$ cat config.mk
export PLATFORM = sky130hd
export DESIGN_NAME = rounded_rect_pixel_shader_unit
export DESIGN_NICKNAME = d
export VERILOG_FILES = /design/src/rtl/core/rrps_pkg.sv /design/src/rtl/core/rounded_rect_pixel_shader_unit.sv
export SDC_FILE = /design/constraint.sdc
export NUM_CORES = 1
export LEC_CHECK = 0
export ABC_AREA = 1
export CORE_MARGIN = 2
export CORE_UTILIZATION = 57
export DETAILED_ROUTE_END_ITERATION = 12
export DONT_BUFFER_PORTS = 1
export GPL_TIMING_DRIVEN = 0
export PLACE_DENSITY = 0.72
export SLEW_MARGIN = 5
export SYNTH_ARGS = -nofsm -noshare
export SYNTH_HDL_FRONTEND = slang
export SYNTH_SLANG_ARGS = --single-unit
export TNS_END_PERCENT = 20
$ cat constraint.sdc
create_clock -name clk -period 13.3 [get_ports clk]
set_input_delay 0.665 -clock clk [delete_from_list [all_inputs] [get_ports clk]]
set_output_delay 0.665 -clock clk [all_outputs]
set_load 0.005 [all_outputs]
$ cat src/rtl/core/rrps_pkg.sv
`timescale 1ns / 1ps

package rrps_pkg;

    localparam int SCREEN_WIDTH      = 240;
    localparam int SCREEN_HEIGHT     = 240;
    localparam int CORNER_TABLE_SIZE = 16;

    localparam logic signed [13:0] SCREEN_W_S = 14'(SCREEN_WIDTH);
    localparam logic signed [13:0] SCREEN_H_S = 14'(SCREEN_HEIGHT);

    localparam int CFG_INDEX_W = 3;
    localparam int CFG_DATA_W  = 16;

    // Truncating division by 15 as a multiply by 2185 and a shift by 15;
    // exact for every sum below 1024.
    localparam logic [21:0] DIV15_RECIP = 22'd2185;
    localparam int          DIV15_SHIFT = 15;

    localparam logic [3:0] LEVEL_FULL = 4'd15;

    typedef enum logic [CFG_INDEX_W-1:0] {
        CFG_ORIGIN_X      = 3'd0,
        CFG_ORIGIN_Y      = 3'd1,
        CFG_RECT_WIDTH    = 3'd2,
        CFG_RECT_HEIGHT   = 3'd3,
        CFG_FILL_COLOR    = 3'd4,
        CFG_BACK_COLOR    = 3'd5,
        CFG_RADIUS        = 3'd6
    } rrps_cfg_idx_t;

    typedef struct packed {
        logic [7:0] screen_col;
        logic [7:0] screen_row;
    } rrps_in_t;

    typedef struct packed {
        logic [15:0] pixel_color;
        logic        pixel_valid;
    } rrps_out_t;

    localparam logic [3:0] COVERAGE [CORNER_TABLE_SIZE*CORNER_TABLE_SIZE] = '{
        4'd0, 4'd0, 4'd0, 4'd0, 4'd0, 4'd0, 4'd0, 4'd0,
        4'd0, 4'd0, 4'd1, 4'd5, 4'd9, 4'd12, 4'd14, 4'd15,
        4'd0, 4'd0, 4'd0, 4'd0, 4'd0, 4'd0, 4'd0, 4'd0,
        4'd3, 4'd9, 4'd15, 4'd15, 4'd15, 4'd15, 4'd15, 4'd15,
        4'd0, 4'd0, 4'd0, 4'd0, 4'd0, 4'd0, 4'd0, 4'd8,
        4'd15, 4'd15, 4'd15, 4'd15, 4'd15, 4'd15, 4'd15, 4'd15,
        4'd0, 4'd0, 4'd0, 4'd0, 4'd0, 4'd3, 4'd12, 4'd15,
        4'd15, 4'd15, 4'd15, 4'd15, 4'd15, 4'd15, 4'd15, 4'd15,
        4'd0, 4'd0, 4'd0, 4'd0, 4'd3, 4'd14, 4'd15, 4'd15,
        4'd15, 4'd15, 4'd15, 4'd15, 4'd15, 4'd15, 4'd15, 4'd15,
        4'd0, 4'd0, 4'd0, 4'd3, 4'd14, 4'd15, 4'd15, 4'd15,
        4'd15, 4'd15, 4'd15, 4'd15, 4'd15, 4'd15, 4'd15, 4'd15,
        4'd0, 4'd0, 4'd0, 4'd12, 4'd15, 4'd15, 4'd15, 4'd15,
        4'd15, 4'd15, 4'd15, 4'd15, 4'd15, 4'd15, 4'd15, 4'd15,
        4'd0, 4'd0, 4'd8, 4'd15, 4'd15, 4'd15, 4'd15, 4'd15,
        4'd15, 4'd15, 4'd15, 4'd15, 4'd15, 4'd15, 4'd15, 4'd15,
        4'd0, 4'd3, 4'd15, 4'd15, 4'd15, 4'd15, 4'd15, 4'd15,
        4'd15, 4'd15, 4'd15, 4'd15, 4'd15, 4'd15, 4'd15, 4'd15,
        4'd0, 4'd9, 4'd15, 4'd15, 4'd15, 4'd15, 4'd15, 4'd15,
        4'd15, 4'd15, 4'd15, 4'd15, 4'd15, 4'd15, 4'd15, 4'd15,
        4'd1, 4'd15, 4'd15, 4'd15, 4'd15, 4'd15, 4'd15, 4'd15,
        4'd15, 4'd15, 4'd15, 4'd15, 4'd15, 4'd15, 4'd15, 4'd15,
        4'd5, 4'd15, 4'd15, 4'd15, 4'd15, 4'd15, 4'd15, 4'd15,
        4'd15, 4'd15, 4'd15, 4'd15, 4'd15, 4'd15, 4'd15, 4'd15,
        4'd9, 4'd15, 4'd15, 4'd15, 4'd15, 4'd15, 4'd15, 4'd15,
        4'd15, 4'd15, 4'd15, 4'd15, 4'd15, 4'd15, 4'd15, 4'd15,
        4'd12, 4'd15, 4'd15, 4'd15, 4'd15, 4'd15, 4'd15, 4'd15,
        4'd15, 4'd15, 4'd15, 4'd15, 4'd15, 4'd15, 4'd15, 4'd15,
        4'd14, 4'd15, 4'd15, 4'd15, 4'd15, 4'd15, 4'd15, 4'd15,
        4'd15, 4'd15, 4'd15, 4'd15, 4'd15, 4'd15, 4'd15, 4'd15,
        4'd15, 4'd15, 4'd15, 4'd15, 4'd15, 4'd15, 4'd15, 4'd15,
        4'd15, 4'd15, 4'd15, 4'd15, 4'd15, 4'd15, 4'd15, 4'd15
    };

endpackage

$ cat src/rtl/core/rounded_rect_pixel_shader_unit.sv
`timescale 1ns / 1ps

// Channel   Direction  Handshake          Payload
// pixel     in         pix_valid/stall    rrps_in_t  (screen_col, screen_row)
// result    out        res_valid/stall    rrps_out_t (pixel_color, pixel_valid)
// config    in         cfg_valid/ready    cfg_index, cfg_data
//
// A pixel passes through every stage in order, and one pixel can enter every cycle while pix_stall is low.
// The five stages are window test, corner select, coverage lookup, blend sums and divide.
// Reset clears the valid bits and sets the configuration registers to their defaults, radius 16.
// A stall on the result side holds only the stages that carry data; empty stages still fill.
// Configuration writes are always taken, since cfg_ready is tied high.
module rounded_rect_pixel_shader_unit
    import rrps_pkg::*;
(
    input  logic                   clk,
    input  logic                   rst_n,
    input  logic                   pix_valid,
    output logic                   pix_stall,
    input  rrps_in_t               pix_data,
    output logic                   res_valid,
    input  logic                   res_stall,
    output rrps_out_t              res_data,
    input  logic                   cfg_valid,
    output logic                   cfg_ready,
    input  logic [CFG_INDEX_W-1:0] cfg_index,
    input  logic [CFG_DATA_W-1:0]  cfg_data
);

    logic [11:0] origin_x_reg;
    logic [11:0] origin_y_reg;
    logic [10:0] rect_width_reg;
    logic [10:0] rect_height_reg;
    logic [15:0] fill_color_reg;
    logic [15:0] back_color_reg;
    logic [7:0]  radius_reg;

    logic s1_valid_reg, s2_valid_reg, s3_valid_reg, s4_valid_reg, s5_valid_reg;
    logic s1_adv, s2_adv, s3_adv, s4_adv, s5_adv;

    logic [10:0] s1_rx_reg, s1_rx_next;
    logic [10:0] s1_ry_reg, s1_ry_next;
    logic        s1_ok_reg, s1_ok_next;

    logic [3:0]  s2_cx_reg, s2_cx_next;
    logic [3:0]  s2_cy_reg, s2_cy_next;
    logic        s2_corner_reg, s2_corner_next;
    logic        s2_ok_reg;

    logic [3:0]  s3_level_reg, s3_level_next;
    logic        s3_corner_reg;
    logic        s3_ok_reg;

    logic [9:0]  s4_sr_reg, s4_sr_next;
    logic [9:0]  s4_sg_reg, s4_sg_next;
    logic [9:0]  s4_sb_reg, s4_sb_next;
    logic        s4_corner_reg;
    logic        s4_ok_reg;

    rrps_out_t   res_data_reg, res_data_next;

    assign cfg_ready = 1'b1;

    always_ff @(posedge clk or negedge rst_n)
    begin
        if (!rst_n)
        begin
            origin_x_reg    <= '0;
            origin_y_reg    <= '0;
            rect_width_reg  <= '0;
            rect_height_reg <= '0;
            fill_color_reg  <= '0;
            back_color_reg  <= '0;
            radius_reg      <= 8'd16;
        end
        else if (cfg_valid && cfg_ready)
        begin
            unique case (rrps_cfg_idx_t'(cfg_index))
                CFG_ORIGIN_X:    origin_x_reg    <= cfg_data[11:0];
                CFG_ORIGIN_Y:    origin_y_reg    <= cfg_data[11:0];
                CFG_RECT_WIDTH:  rect_width_reg  <= cfg_data[10:0];
                CFG_RECT_HEIGHT: rect_height_reg <= cfg_data[10:0];
                CFG_FILL_COLOR:  fill_color_reg  <= cfg_data;
                CFG_BACK_COLOR:  back_color_reg  <= cfg_data;
                CFG_RADIUS:      radius_reg      <= cfg_data[7:0];
                default:         ;
            endcase
        end
    end

    // A stage takes new data when it is empty or its successor moves on.
    assign s5_adv    = !s5_valid_reg || !res_stall;
    assign s4_adv    = !s4_valid_reg || s5_adv;
    assign s3_adv    = !s3_valid_reg || s4_adv;
    assign s2_adv    = !s2_valid_reg || s3_adv;
    assign s1_adv    = !s1_valid_reg || s2_adv;
    assign pix_stall = !s1_adv;

    always_ff @(posedge clk or negedge rst_n)
    begin
        if (!rst_n)
        begin
            s1_valid_reg <= 1'b0;
            s2_valid_reg <= 1'b0;
            s3_valid_reg <= 1'b0;
            s4_valid_reg <= 1'b0;
            s5_valid_reg <= 1'b0;
        end
        else
        begin
            if (s1_adv)
            begin
                s1_valid_reg <= pix_valid;
            end
            if (s2_adv)
            begin
                s2_valid_reg <= s1_valid_reg;
            end
            if (s3_adv)
            begin
                s3_valid_reg <= s2_valid_reg;
            end
            if (s4_adv)
            begin
                s4_valid_reg <= s3_valid_reg;
            end
            if (s5_adv)
            begin
                s5_valid_reg <= s4_valid_reg;
            end
        end
    end

    // Stage 1: window test against the screen-clamped rectangle, and a check that the radius is 2, 4, 8 or 16.
    logic signed [13:0] col_s, row_s, x_s, y_s, x_end, y_end, rx_full, ry_full;
    logic               in_x, in_y, rad_ok;

    always_comb
    begin
        col_s   = signed'({6'b0, pix_data.screen_col});
        row_s   = signed'({6'b0, pix_data.screen_row});
        x_s     = signed'({{2{origin_x_reg[11]}}, origin_x_reg});
        y_s     = signed'({{2{origin_y_reg[11]}}, origin_y_reg});
        x_end   = x_s + signed'({3'b0, rect_width_reg}) - 14'sd1;
        y_end   = y_s + signed'({3'b0, rect_height_reg}) - 14'sd1;
        rx_full = col_s - x_s;
        ry_full = row_s - y_s;
        in_x    = (col_s >= x_s) && (col_s <= x_end) && (col_s < SCREEN_W_S);
        in_y    = (row_s >= y_s) && (row_s <= y_end) && (row_s < SCREEN_H_S);
        rad_ok  = (radius_reg == 8'd2) || (radius_reg == 8'd4)
               || (radius_reg == 8'd8) || (radius_reg == 8'd16);
        s1_rx_next = rx_full[10:0];
        s1_ry_next = ry_full[10:0];
        s1_ok_next = in_x && in_y && rad_ok;
    end

    // Stage 2: pick the corner, top-left first, then bottom-left, top-right, bottom-right.
    logic [4:0]         rad5;
    logic signed [12:0] w_minus_rad, h_minus_rad;
    logic               near_left, near_right, near_top, near_bottom;
    logic [10:0]        mirror_x, mirror_y;

    always_comb
    begin
        rad5        = radius_reg[4:0];
        w_minus_rad = signed'({2'b00, rect_width_reg}) - signed'({8'b0, rad5});
        h_minus_rad = signed'({2'b00, rect_height_reg}) - signed'({8'b0, rad5});
        near_left   = s1_rx_reg < {6'b0, rad5};
        near_top    = s1_ry_reg < {6'b0, rad5};
        near_right  = signed'({2'b00, s1_rx_reg}) >= w_minus_rad;
        near_bottom = signed'({2'b00, s1_ry_reg}) >= h_minus_rad;
        mirror_x    = rect_width_reg - 11'd1 - s1_rx_reg;
        mirror_y    = rect_height_reg - 11'd1 - s1_ry_reg;
        s2_cx_next  = near_left ? s1_rx_reg[3:0] : mirror_x[3:0];
        s2_cy_next  = near_top ? s1_ry_reg[3:0] : mirror_y[3:0];
        s2_corner_next = (near_left || near_right) && (near_top || near_bottom);
    end

    // Stage 3: coverage lookup with a stride of sixteen over the radius.
    logic [1:0] stride_shift;
    logic [3:0] tab_col, tab_row;

    always_comb
    begin
        unique case (radius_reg)
            8'd2:    stride_shift = 2'd3;
            8'd4:    stride_shift = 2'd2;
            8'd8:    stride_shift = 2'd1;
            default: stride_shift = 2'd0;
        endcase
        tab_col       = s2_cx_reg << stride_shift;
        tab_row       = s2_cy_reg << stride_shift;
        s3_level_next = COVERAGE[{tab_row, tab_col}];
    end

    // Stage 4: weighted channel sums of fill and background.
    logic [3:0] level_inv;

    always_comb
    begin
        level_inv  = LEVEL_FULL - s3_level_reg;
        s4_sr_next = 10'(fill_color_reg[15:11]) * 10'(s3_level_reg)
                   + 10'(back_color_reg[15:11]) * 10'(level_inv);
        s4_sg_next = 10'(fill_color_reg[10:5]) * 10'(s3_level_reg)
                   + 10'(back_color_reg[10:5]) * 10'(level_inv);
        s4_sb_next = 10'(fill_color_reg[4:0]) * 10'(s3_level_reg)
                   + 10'(back_color_reg[4:0]) * 10'(level_inv);
    end

    // Stage 5: divide each sum by 15 and choose the final color.
    logic [21:0] quot_r, quot_g, quot_b;
    logic [15:0] blended;

    always_comb
    begin
        quot_r  = 22'(s4_sr_reg) * DIV15_RECIP;
        quot_g  = 22'(s4_sg_reg) * DIV15_RECIP;
        quot_b  = 22'(s4_sb_reg) * DIV15_RECIP;
        blended = {quot_r[DIV15_SHIFT +: 5], quot_g[DIV15_SHIFT +: 6],
                   quot_b[DIV15_SHIFT +: 5]};
        res_data_next.pixel_valid = s4_ok_reg;
        if (!s4_ok_reg)
        begin
            res_data_next.pixel_color = '0;
        end
        else if (s4_corner_reg)
        begin
            res_data_next.pixel_color = blended;
        end
        else
        begin
            res_data_next.pixel_color = fill_color_reg;
        end
    end

    always_ff @(posedge clk)
    begin
        if (s1_adv)
        begin
            s1_rx_reg <= s1_rx_next;
            s1_ry_reg <= s1_ry_next;
            s1_ok_reg <= s1_ok_next;
        end
        if (s2_adv)
        begin
            s2_cx_reg     <= s2_cx_next;
            s2_cy_reg     <= s2_cy_next;
            s2_corner_reg <= s2_corner_next;
            s2_ok_reg     <= s1_ok_reg;
        end
        if (s3_adv)
        begin
            s3_level_reg  <= s3_level_next;
            s3_corner_reg <= s2_corner_reg;
            s3_ok_reg     <= s2_ok_reg;
        end
        if (s4_adv)
        begin
            s4_sr_reg     <= s4_sr_next;
            s4_sg_reg     <= s4_sg_next;
            s4_sb_reg     <= s4_sb_next;
            s4_corner_reg <= s3_corner_reg;
            s4_ok_reg     <= s3_ok_reg;
        end
        if (s5_adv)
        begin
            res_data_reg <= res_data_next;
        end
    end

    assign res_valid = s5_valid_reg;
    assign res_data  = res_data_reg;

endmodule

### Word-level counts from Yosys, hierarchy flattened

Memory sizes are Yosys's and may differ from the RTL's. A register that Yosys moved wholly into a read port is not among the register bits.
Cells that the tools add are included.

| word-level totals | value |
|---|---|
| memory bits (read-only) | 1024 |
| input port bits | 40 |
| memories | 1 |
| logic and storage cells | 113 |
| output and inout bits | 20 |
| flip-flop bits (word level) | 175 |

Memories:

| memory | words | width | rd ports | clocked after memory_dff | write ports | RTL line | source |
|---|---|---|---|---|---|---|---|
| (name not given) | 256 | 4 | 1 | 1 | 0 | rounded_rect_pixel_shader_unit.sv:193 | `s3_level_next = COVERAGE[{tab_row, tab_col}];` |

| operators by class | value |
|---|---|
| equal/unequal tests | 10 |
| multipliers | 9 |
| bitwise logic cells | 1 |
| multiplexer cells | 4 |
| add/sub/neg operators | 16 |
| reductions and logical operators | 32 |
| shift-type cells | 2 |
| order comparisons | 10 |

Operators with widths:

| operator | count |
|---|---|
| multiplier 10 x 12 -> 20 bit, second input constant | 2 |
| multiplier 5 x 4 -> 9 bit | 4 |
| less-or-equal comparator 9 x 14 -> 1 bit | 2 |
| subtractor 13 x 2 -> 14 bit, second input constant | 2 |
| adder 12 x 12 -> 13 bit | 2 |
| greater-or-equal comparator 12 bit | 2 |
| greater-or-equal comparator 9 x 12 -> 1 bit | 2 |
| subtractor 11 x 5 -> 12 bit | 2 |
| less-than comparator 11 x 5 -> 1 bit | 2 |
| subtractor 9 x 11 -> 11 bit | 2 |
| multiplier 10 x 12 -> 21 bit, second input constant | 1 |
| adder 9 x 9 -> 10 bit | 2 |
| multiplier 6 x 4 -> 10 bit | 2 |
| less-than comparator 8 bit, second input constant | 2 |
| 2-to-1 mux 16 bit | 1 |
| AND reduction 2 bit | 7 |
| adder 10 bit | 1 |
| logical OR 1 bit | 10 |
| == test 3 bit, second input constant | 3 |
| NOT 8 -> 9 bit | 1 |
| == test 8 x 2 -> 1 bit, second input constant | 1 |
| == test 8 x 3 -> 1 bit, second input constant | 1 |
| == test 8 x 4 -> 1 bit, second input constant | 1 |
| == test 8 x 5 -> 1 bit, second input constant | 1 |
| 11 further kinds | 28 |

### Depth between registers and ports, before layout

Gate-level depths: netlist of the first run.

| logic depth | value |
|---|---|
| word-level depth | 7 |
| mapped depth | 21 |
| mapped depth without buffers | 21 |

### Worst setup path before layout of the first run

Ideal clock, no wire load.

| path | value |
|---|---|
| kind | reg-to-reg |
| from | register s3_level_reg[3] |
| to | register s4_sg_reg[9], data pin |
| arrival time | 4228 ps |
| setup slack | 8810 ps |
| path buffers | 2 |
| required time | 13038 ps |
| period minus slack after synthesis | 4490 ps |
| library setup time | 262 ps |
| stages on the path, launching flop included | 18 |
| path through | edfxtp_1 > clkbuf_1 > clkbuf_1 > nor2_1 > fa_1 > fa_1 > fa_1 > inv_1 > fa_1 > inv_1 > ha_1 > a21oi_1 > nand2_1 > a21o_1 > a21oi_1 > o21ai_0 > a21oi_1 > xor2_1 |

| on the way | value |
|---|---|
| cells in the longest elaborated chain, start to end | 3 |
| elaborated cells on any way between the ends | 4 |
| those cells by class | 2 x add/sub; 2 x mul |

RTL lines:

| what | RTL line | source |
|---|---|---|
| from (decl) | rounded_rect_pixel_shader_unit.sv:50 | `logic [3:0] s3_level_reg, s3_level_next;` |
| subtractor 4 bit | rounded_rect_pixel_shader_unit.sv:201 | `level_inv = LEVEL_FULL - s3_level_reg;` |
| multiplier 6 x 4 -> 10 bit | rounded_rect_pixel_shader_unit.sv:205 | `+ 10'(back_color_reg[10:5]) * 10'(level_inv);` |
| adder 10 bit (*) | rounded_rect_pixel_shader_unit.sv:205 |  |
| via s4_sg_next[9] | rounded_rect_pixel_shader_unit.sv:55 | `logic [9:0] s4_sg_reg, s4_sg_next;` |
| to (signal assigned) | rounded_rect_pixel_shader_unit.sv:260 | `s4_sg_reg <= s4_sg_next;` |
| to (decl) | rounded_rect_pixel_shader_unit.sv:55 |  |

The timed path passes the listed nets; every way through them passes the cells marked *.
A chain may end at the register's enable or synchronous reset.

### Worst setup path after layout of the first run

| path | value |
|---|---|
| from | register s3_level_reg[1] |
| to | register s4_sg_reg[9], data pin |

The elaborated chain is that of the path after synthesis.

==> results of run 1 <==
[layer usage]
layer	global-route usage, %	up-vias	share of wire, %	routed length (um)
met4	7.42	0	2.5	1000
met5	0	-	0	0
li1	-	7062	-	-
met1	30.6	6682	42	17000
met3	3.53	66	4.2	1700
met2	46.6	305	51	20600
[area by class of cell]
class / count / area [um^2]
plain buffers: 35 / 158
fillers: 2768 / 12100
clock buffers: 18 / 429
clock inverters: 14 / 159
flip-flops and latches: 179 / 4920
multi-input cells: 1489 / 11300
well taps: 402 / 503
inverters: 514 / 1930
repair buffers: 1 / 27.5
[worst paths after layout]
kind / startpoint / endpoint / slack (ns)
worst min register to register: s3_corner_reg / s4_corner_reg / 0.43
min in group clk: pix_valid / s1_valid_reg / 0.33
worst max register to register: s3_level_reg[1] / s4_sg_reg[9] / 8.16
worst max-delay path: s3_level_reg[1] / s4_sg_reg[9] / 8.16
max in group asynchronous: rst_n / rect_width_reg[7] / 12.79
worst min-delay path: rst_n / radius_reg[4] / 0.05
[where the power goes]
group | switching (mW) | internal [mW]
clock network | 0.250 | 0.254
registers | 0.169 | 0.883
logic | 2.25 | 1.56
total | 2.67 | 2.69
[cell usage in the layout, fill, tap and decap left out, drive strengths merged, types with 3 or more instances in the layout]
master and instances:
nand3b 4, nand2 422, a21o 9, a21boi 3, xor2 55, xnor2 23, nand3 92, o21ai 151
clkbuf 48, inv 523, clkinv 5, o211ai 15, buf 6, o21a 4, a21oi 104, edfxtp 88
nor2 144, a31oi 4, nand4 10, nor3 12, ha 306, fa 107, dfrtp 90, nor4 5
conb 4
[cells by family (layout without fill, tap and decap cells)]
group,after synthesis,in the layout,share of synthesized area (%)
and+or+nand+nor,691,691,16.1
buffers and inverters,549,582,11.4
adders and majority gates,413,413,32.7
AOI/OAI and AO/OA,303,303,9.08
DFF,179,179,26.9
xor gates and xnor gates,78,78,3.74
other,2,4,0.0411
[through the flow]
stage	std cells	instance area, um^2	power (mW)
2_1_floorplan	2217	18300	4.03
3_3_place_gp	2619	18800	4.69
3_5_place_dp	2619	18800	4.85
4_1_cts	2652	19400	5.40
5_1_grt	2652	19400	6.09
6_report	2652	19400	5.36
[what timing repair did]
| action | in CTS | in global routing |
|---|---|---|
| endpoints found under the hold margin | 90 | 0 |
| buffers inserted | 0 | 0 |
| hold buffers | 1 | 0 |
[worst max-delay path, cell delays in order, from the launching register on]
cell and delay [ns]:
edfxtp_1 0.33, clkbuf_1 0.44, clkbuf_1 0.50, nor2_1 0.13
fa_1 0.48, fa_1 0.52, fa_1 0.54, inv_1 0.05
fa_1 0.52, inv_1 0.04, ha_1 0.34, a21oi_1 0.16
nand2_1 0.09, a21o_1 0.16, a21oi_1 0.20, o21ai_0 0.12
a21oi_1 0.19, xor2_1 0.10
==> flow_summary.yaml, run 1 <==
outcome:
  status: "finished clean"
grt:
  globalRouteOverflowTotal: 0
  grt_pass1_wl_um: 67400
  grt_max_degree: 91
  antenna_found_initial: 0
  first_global_vias: 14200
  grt_usage_pct: 25.3
place:
  dp_hpwl_um: 32900
  gp_congestion: 0.910
  place.port_buffers: 0
  pre_cts_ws_ns: 8.15
sta:
  worstMarginPinSlew_ns: 1.18
  setup_tns_ns: 0
  period_share_pct: 38.7
  finalClockSkew_ns: 0.0110
  hold_slack_ns: 0.0518
  setup_ws_ns: 8.16
  relSlewSlack_pct: 20.9
  finalSetupViolCount: 0
  max_freq_mhz: 194
  rsz0062_at_grt: "false"
  layout_min_cycle_time_ns: 5.14
  hold_viol_final: 0
  slew_viol_final: 0
floorplanning:
  rows: 65
  fp.dieArea_um2: 33500
  start_util_pct: 57.9
  core_area_um2: 31600
  io_pins: 60
  die_x_um: 183
  die_h_um: 183
route:
  postRouteWirelength_um: 40300
  post-route-drc-count: 0
  wire_per_inst_um: 15.2
  ant_nets: 0
  vias_per_cell: 5.32
  num_vias: 14100
  drt_first_iter_violations: 699
  drt_pass1_iterations: 5
logic_synthesis:
  synth_top_cells_by_area: "ha_1 (21%), edfxtp_1 (14%), dfrtp_1 (12%), fa_1 (12%), inv_1 (10%)"
  synth_area_um2: 18300
  synth_top_area_share_pct: 20.9
  ys_types: 50
  synth-edff-count: 88
  synth_common_cells: "inv_1 (504), nand2_1 (410), ha_1 (306), o21ai_0 (147), nor2_1 (134)"
  synth_ff_type: "dfrtp_1"
  synth.avg_cell_area_um2: 8.25
  yosysTopAreaCell: "ha_1"
  yosys_warnings: 0
  ys_seq_elements: 179
  netlist_instances: 2215
  yosysSeqAreaShare_pct: 26.9
  synth.most_common_cell: "inv_1"
  ys_async_sr_fraction_pct: 50.8
run:
  cap_violations: 0
layout:
  design.final.nets: 2690
  largest_register_ffs: 17
  area_growth_pct: 6.16
  fin_util_pct: 61.5
  drive_above_1_share_pct: 3.82
  diodes: 0
clock_tree:
  numCtsBuffers: 17
  cts.root.buffer_cell: "clkbuf_16"
  cts.sinks: 179
  htree_num_levels: 4
  cts_resized: 0
  clock_latency_ns: 0.45
  clkTransAtPathRegs_ns: 0.08
  cts_tree: "done"
  clockBufferDepth: 2
worst_setup_path:
  crit_fanout: 10
  endpoint_kind: "flip-flop"
  cp-start-kind: "flip-flop"
  critical_path_required_ns: 13.49
  critical_path_class: "flip-flop to flip-flop"
  r2r_cells: 17
  critPathArrivalTime_ns: 5.33
power_and_ir_drop:
  p_leak_nw: 10.6
  peakVddDrop_v: 0.000132
  power_density_nw_per_um2: 276
worst_hold_path:
  hold_path_class: "input pin to asynchronous set/reset pin"
Power figures use the tool's default switching activity.
==> run 2, diff against run 1 <==
--- a/config.mk
+++ b/config.mk
@@ -5,7 +5,7 @@
 export SDC_FILE = /design/constraint.sdc
 export NUM_CORES = 1
 export LEC_CHECK = 0
-export ABC_AREA = 1
+export ABC_AREA = 0
 export CORE_MARGIN = 2
 export CORE_UTILIZATION = 57
 export DETAILED_ROUTE_END_ITERATION = 12
==> constraint.sdc (replaced) <==
create_clock -name clk -period 4.8 [get_ports clk]
set_input_delay 0.24 -clock clk [delete_from_list [all_inputs] [get_ports clk]]
set_output_delay 0.24 -clock clk [all_outputs]
set_load 0.005 [all_outputs]
==> flow_summary.yaml, run 2 <==
clock_tree:
  clkTransAtPathRegs_ns: 0.08
  cts.root.buffer_cell: "clkbuf_16"
  cts.sinks: 179
  clockBufferDepth: 2
  cts_tree: "done"
  clock_latency_ns: 0.44
  numCtsBuffers: 17
  htree_num_levels: 4
worst_setup_path:
  r2r_end: "s4_sb_reg[9]"
  endpoint: "s4_sb_reg[9]"
  slowest_stage: "fa_1"
  crit_family: "adder cells"
  critPathArrivalTime_ns: 4.75
  crit_chain: "buf_2, nand2b_1, fa_1, fa_1, fa_1, fa_1, inv_1, ha_1, a21o_1, a21oi_2, o21bai_1, a21oi_2, o21bai_1, a21oi_2, xnor2_1"
  critical_path_class: "flip-flop to flip-flop"
  crit_fanout: 10
  r2r_start: "s3_level_reg[3]"
  critical_path_required_ns: 4.98
  r2r_slack_ns: 0.23
  cp_slowest_stage_delay_ns: 0.62
  endpoint_kind: "flip-flop"
  startpoint: "s3_level_reg[3]"
  crit_top_cell: "fa_1"
  cp-start-kind: "flip-flop"
  path_depth: 15
  cp_num_buf_inv: 2
  r2r_cells: 15
logic_synthesis:
  synth.most_common_cell: "inv_1"
  synth_common_cells: "inv_1 (350), ha_1 (306), nand2_1 (108), fa_1 (107), o21ai_0 (92)"
  yosysSeqAreaShare_pct: 27.4
  synth_top_cells_by_area: "ha_1 (21%), edfxtp_1 (15%), dfrtp_1 (13%), fa_1 (12%), inv_1 (7.3%)"
  netlist_instances: 1845
  synth_ff_type: "dfrtp_1"
  synth_top_area_share_pct: 21.3
  synth-edff-count: 88
  ys_async_sr_fraction_pct: 50.8
  yosys_warnings: 0
  ys_seq_elements: 179
  ys_types: 73
  yosysTopAreaCell: "ha_1"
  synth.avg_cell_area_um2: 9.73
  synth_area_um2: 17900
place:
  place.port_buffers: 0
  gp_congestion: 0.871
  dp_hpwl_um: 31300
grt:
  grt_use_met3_pct: 3.75
  grt_pass1_wl_um: 66300
  use_met1_pct: 31.6
  grt_usage_pct: 25.2
  first_global_vias: 13600
  antenna_found_initial: 0
  globalRouteOverflowTotal: 0
  top_usage_layer: "met2"
  grt_util_met2_pct: 45.3
  grt_max_degree: 92
route:
  num_vias: 13000
  post-route-drc-count: 0
  postRouteWirelength_um: 39400
  drt_first_iter_violations: 778
  wire_per_inst_um: 17.1
  ant_nets: 0
  drt_pass1_iterations: 7
  vias_per_cell: 5.66
floorplanning:
  die_x_um: 181
  core_area_um2: 30800
  io_pins: 60
  rows: 64
  start_util_pct: 58.2
  die_h_um: 181
  fp.dieArea_um2: 32900
run:
  cap_violations: 0
layout:
  fin_util_pct: 62.6
  drive_above_1_share_pct: 6.41
  area_growth_pct: 7.52
  layout_commonest_cell: "inv_1"
  diodes: 0
  most-common-layout-cells: "inv_1 (349), ha_1 (306), nand2_1 (108)"
  largest_register_ffs: 17
  design.final.nets: 2342
sta:
  relSlewSlack_pct: 39.7
  finalSetupViolCount: 0
  period_share_pct: 95.2
  worstMarginPinSlew_ns: 0.892
  layout_min_cycle_time_ns: 4.57
  finalClockSkew_ns: 0.0190
  slew_viol_final: 0
  max_freq_mhz: 219
  hold_viol_final: 0
worst_hold_path:
  hold_path_class: "input pin to flip-flop"
outcome:
  status: "finished clean"
## run 2: final cells by class
class	instances	area [um^2]
multi-input cells	1278	11600
fillers	2561	11500
flip-flops and latches	179	4920
inverters	350	1310
well taps	396	495
clock buffers	20	447
repair buffers	23	245
plain buffers	40	181
clock inverters	12	111
## run 2: cell families (layout without fill, tap and decap cells)
kind of cell / after synthesis / in the layout / share of synthesized area (%)
xor gates and xnor gates: 88 / 88 / 4.29
DFF: 179 / 179 / 27.4
adders and majority gates: 413 / 413 / 33.3
AOI/OAI and AO/OA: 308 / 308 / 10.9
other: 2 / 4 / 0.0418
muxes: 69 / 69 / 4.30
and+or+nand+nor: 396 / 396 / 11.6
buffers and inverters: 390 / 445 / 8.25
## run 2: how the worst min path moves through the flow
stage / start / endpoint / cells after the start
2_1_floorplan: rst_n / back_color_reg[0] / 0
3_3_place_gp: rst_n / origin_x_reg[0] / 0
3_5_place_dp: rst_n / origin_x_reg[0] / 0
4_1_cts: cfg_valid / rect_height_reg[10] / 2
5_1_grt: cfg_valid / rect_height_reg[10] / 2
6_report: cfg_valid / rect_height_reg[10] / 2
## run 2: per-stage QoR
stage / setup TNS (ns) / setup slack [ns] / cell area [um^2] / hold slack, ns / instances
2_1_floorplan: 0 / 0.486 / 18000 / -0.0556 / 1847
3_3_place_gp: 0 / 0.0594 / 18500 / -0.0542 / 2243
3_5_place_dp: -0.0969 / -0.0862 / 18500 / -0.0545 / 2244
4_1_cts: 0 / 0.00551 / 19300 / 0.0896 / 2297
5_1_grt: -0.000747 / -0.000747 / 19300 / 0.125 / 2298
6_report: 0 / 0.232 / 19300 / 0.0891 / 2298
## run 2: repair_timing
item                                    in CTS  in global routing
cloned                                       0                  0
buffers inserted                             2                  1
hold buffers                                19                  0
endpoints found under the setup margin       2                  4
endpoints found under the hold margin      178                  0
resized for setup                            7                 19
## run 2: layer usage
metal	vias to the layer above	wire length, um	share of wire, %
met2	298	19700	50
met4	0	867	2.2
met1	6334	17000	43
met3	58	1820	4.6
met5	-	0	0
li1	6312	-	-
Power of run 2 is left out: the tool's default activity adds up to more than one toggle a clock period on the data nets, which glitch-free logic cannot reach.
==> run 3, diff against run 2 <==
--- a/config.mk
+++ b/config.mk
@@ -8,6 +8,7 @@
 export ABC_AREA = 0
 export CORE_MARGIN = 2
 export CORE_UTILIZATION = 57
+export CTS_BUF_LIST = sky130_fd_sc_hd__clkbuf_16
 export DETAILED_ROUTE_END_ITERATION = 12
 export DONT_BUFFER_PORTS = 1
 export GPL_TIMING_DRIVEN = 0
==> flow_summary.yaml, run 3 (synthesis gave the netlist of run 2 again) <==
floorplanning:
  rows: 64
  start_util_pct: 58.2
  fp.dieArea_um2: 32900
  core_area_um2: 30800
  die_x_um: 181
  die_h_um: 181
  io_pins: 60
grt:
  grt_usage_pct: 25.2
  grt_pass1_wl_um: 66300
  grt_max_degree: 92
  first_global_vias: 13600
  antenna_found_initial: 0
  globalRouteOverflowTotal: 0
place:
  dp_hpwl_um: 31300
  place.port_buffers: 0
  gp_congestion: 0.871
sta:
  layout_min_cycle_time_ns: 4.58
  hold_viol_final: 0
  relSlewSlack_pct: 39.7
  worstMarginPinSlew_ns: 0.892
  slew_viol_final: 0
  finalSetupViolCount: 0
  period_share_pct: 95.4
  max_freq_mhz: 218
  finalClockSkew_ns: 0.0198
  setup_tns_ns: 0
worst_setup_path:
  critical_path_class: "flip-flop to flip-flop"
  r2r_slack_ns: 0.22
  critPathArrivalTime_ns: 4.76
  critical_path_required_ns: 4.98
  endpoint_kind: "flip-flop"
  cp-start-kind: "flip-flop"
  crit_fanout: 10
layout:
  area_growth_pct: 7.46
  drive_above_1_share_pct: 6.36
  most-common-layout-cells: "inv_1 (351), ha_1 (306), nand2_1 (108)"
  largest_register_ffs: 17
  diodes: 0
  design.final.nets: 2342
  layout_commonest_cell: "inv_1"
clock_tree:
  cts.root.buffer_cell: "clkbuf_16"
  clockBufferDepth: 2
  clkTransAtPathRegs_ns: 0.07
  cts_tree: "done"
  htree_num_levels: 4
  clock_latency_ns: 0.44
  cts.sinks: 179
  numCtsBuffers: 17
route:
  wl_met1_um: 17000
  drt_pass1_iterations: 5
  post-route-drc-count: 0
  vias_per_cell: 5.65
  drt_first_iter_violations: 729
  met2_length_um: 19800
  wl_met3_um: 1720
  wire_per_inst_um: 17.1
  postRouteWirelength_um: 39300
  num_vias: 13000
  top_layer_used: "met4"
  ant_nets: 0
run:
  cap_violations: 0
worst_hold_path:
  hold_path_class: "input pin to flip-flop"
outcome:
  status: "finished clean"
-- run 3: cell count changes in the layout (fill, tap and decap cells not counted) --
cell,change
clkbuf_1,-2
clkinv_1,+1
clkbuf_8,-1
inv_1,+2
-- run 3: per-layer routing --
layer  vias to the layer above  track usage [%]
li1                       6311                -
met1                      6345             31.5
met2                       266             45.2
met3                        56             3.75
met4                         0             6.99
met5                         -                0
-- run 3: path summary, 6_finish.rpt --
path	start	endpoint	depth (start not counted)
setup / recovery	s3_level_reg[3]	s4_sb_reg[9]	15
hold / removal	cfg_valid	rect_height_reg[10]	2
setup reg to reg	s3_level_reg[3]	s4_sb_reg[9]	15
hold reg to reg	s2_ok_reg	s3_ok_reg	0
max in group asynchronous	rst_n	radius_reg[4]	2
min in group asynchronous	rst_n	origin_x_reg[3]	2
-- run 3: layout make-up --
cell class | instances | area (um^2)
Inverter | 350 | 1310
Clock buffer | 17 | 425
Fill cell | 2563 | 11500
Tap cell | 396 | 495
Sequential cell | 179 | 4920
Clock inverter | 15 | 123
Buffer | 40 | 181
Multi-Input combinational cell | 1278 | 11600
Timing Repair Buffer | 23 | 245
-- run 3: per-stage QoR --
stage          utilization [%]  instances  setup slack (ns)  hold WS (ns)  instance area, um^2
2_1_floorplan                -       1847             0.486       -0.0556                18000
3_3_place_gp              59.8       2243            0.0594       -0.0542                18500
3_5_place_dp              59.9       2244           -0.0862       -0.0545                18500
4_1_cts                   62.4       2297           0.00551        0.0895                19300
5_1_grt                   62.6       2298         -0.000747         0.124                19300
6_report                  62.6       2298             0.221        0.0969                19300
-- run 3: critical path: stages (launching register included) --
cell      delay (ns)
edfxtp_1        0.47
buf_2           0.23
nand2b_1        0.18
fa_1            0.52
fa_1            0.52
fa_1            0.53
fa_1            0.62
inv_1           0.06
ha_1            0.19
a21o_1          0.16
a21oi_2         0.18
o21bai_1        0.10
a21oi_2         0.19
o21bai_1        0.11
a21oi_2         0.18
xnor2_1         0.08
-- run 3: timing repair --
action / CTS / global route
resized for setup: 7 / 19
buffers inserted: 2 / 1
hold buffers: 19 / 0
pin swaps: 0 / 0
endpoints found under the setup margin: 2 / 4
hold endpoints to repair: 178 / 0
Power of run 3 is left out for the same reason.
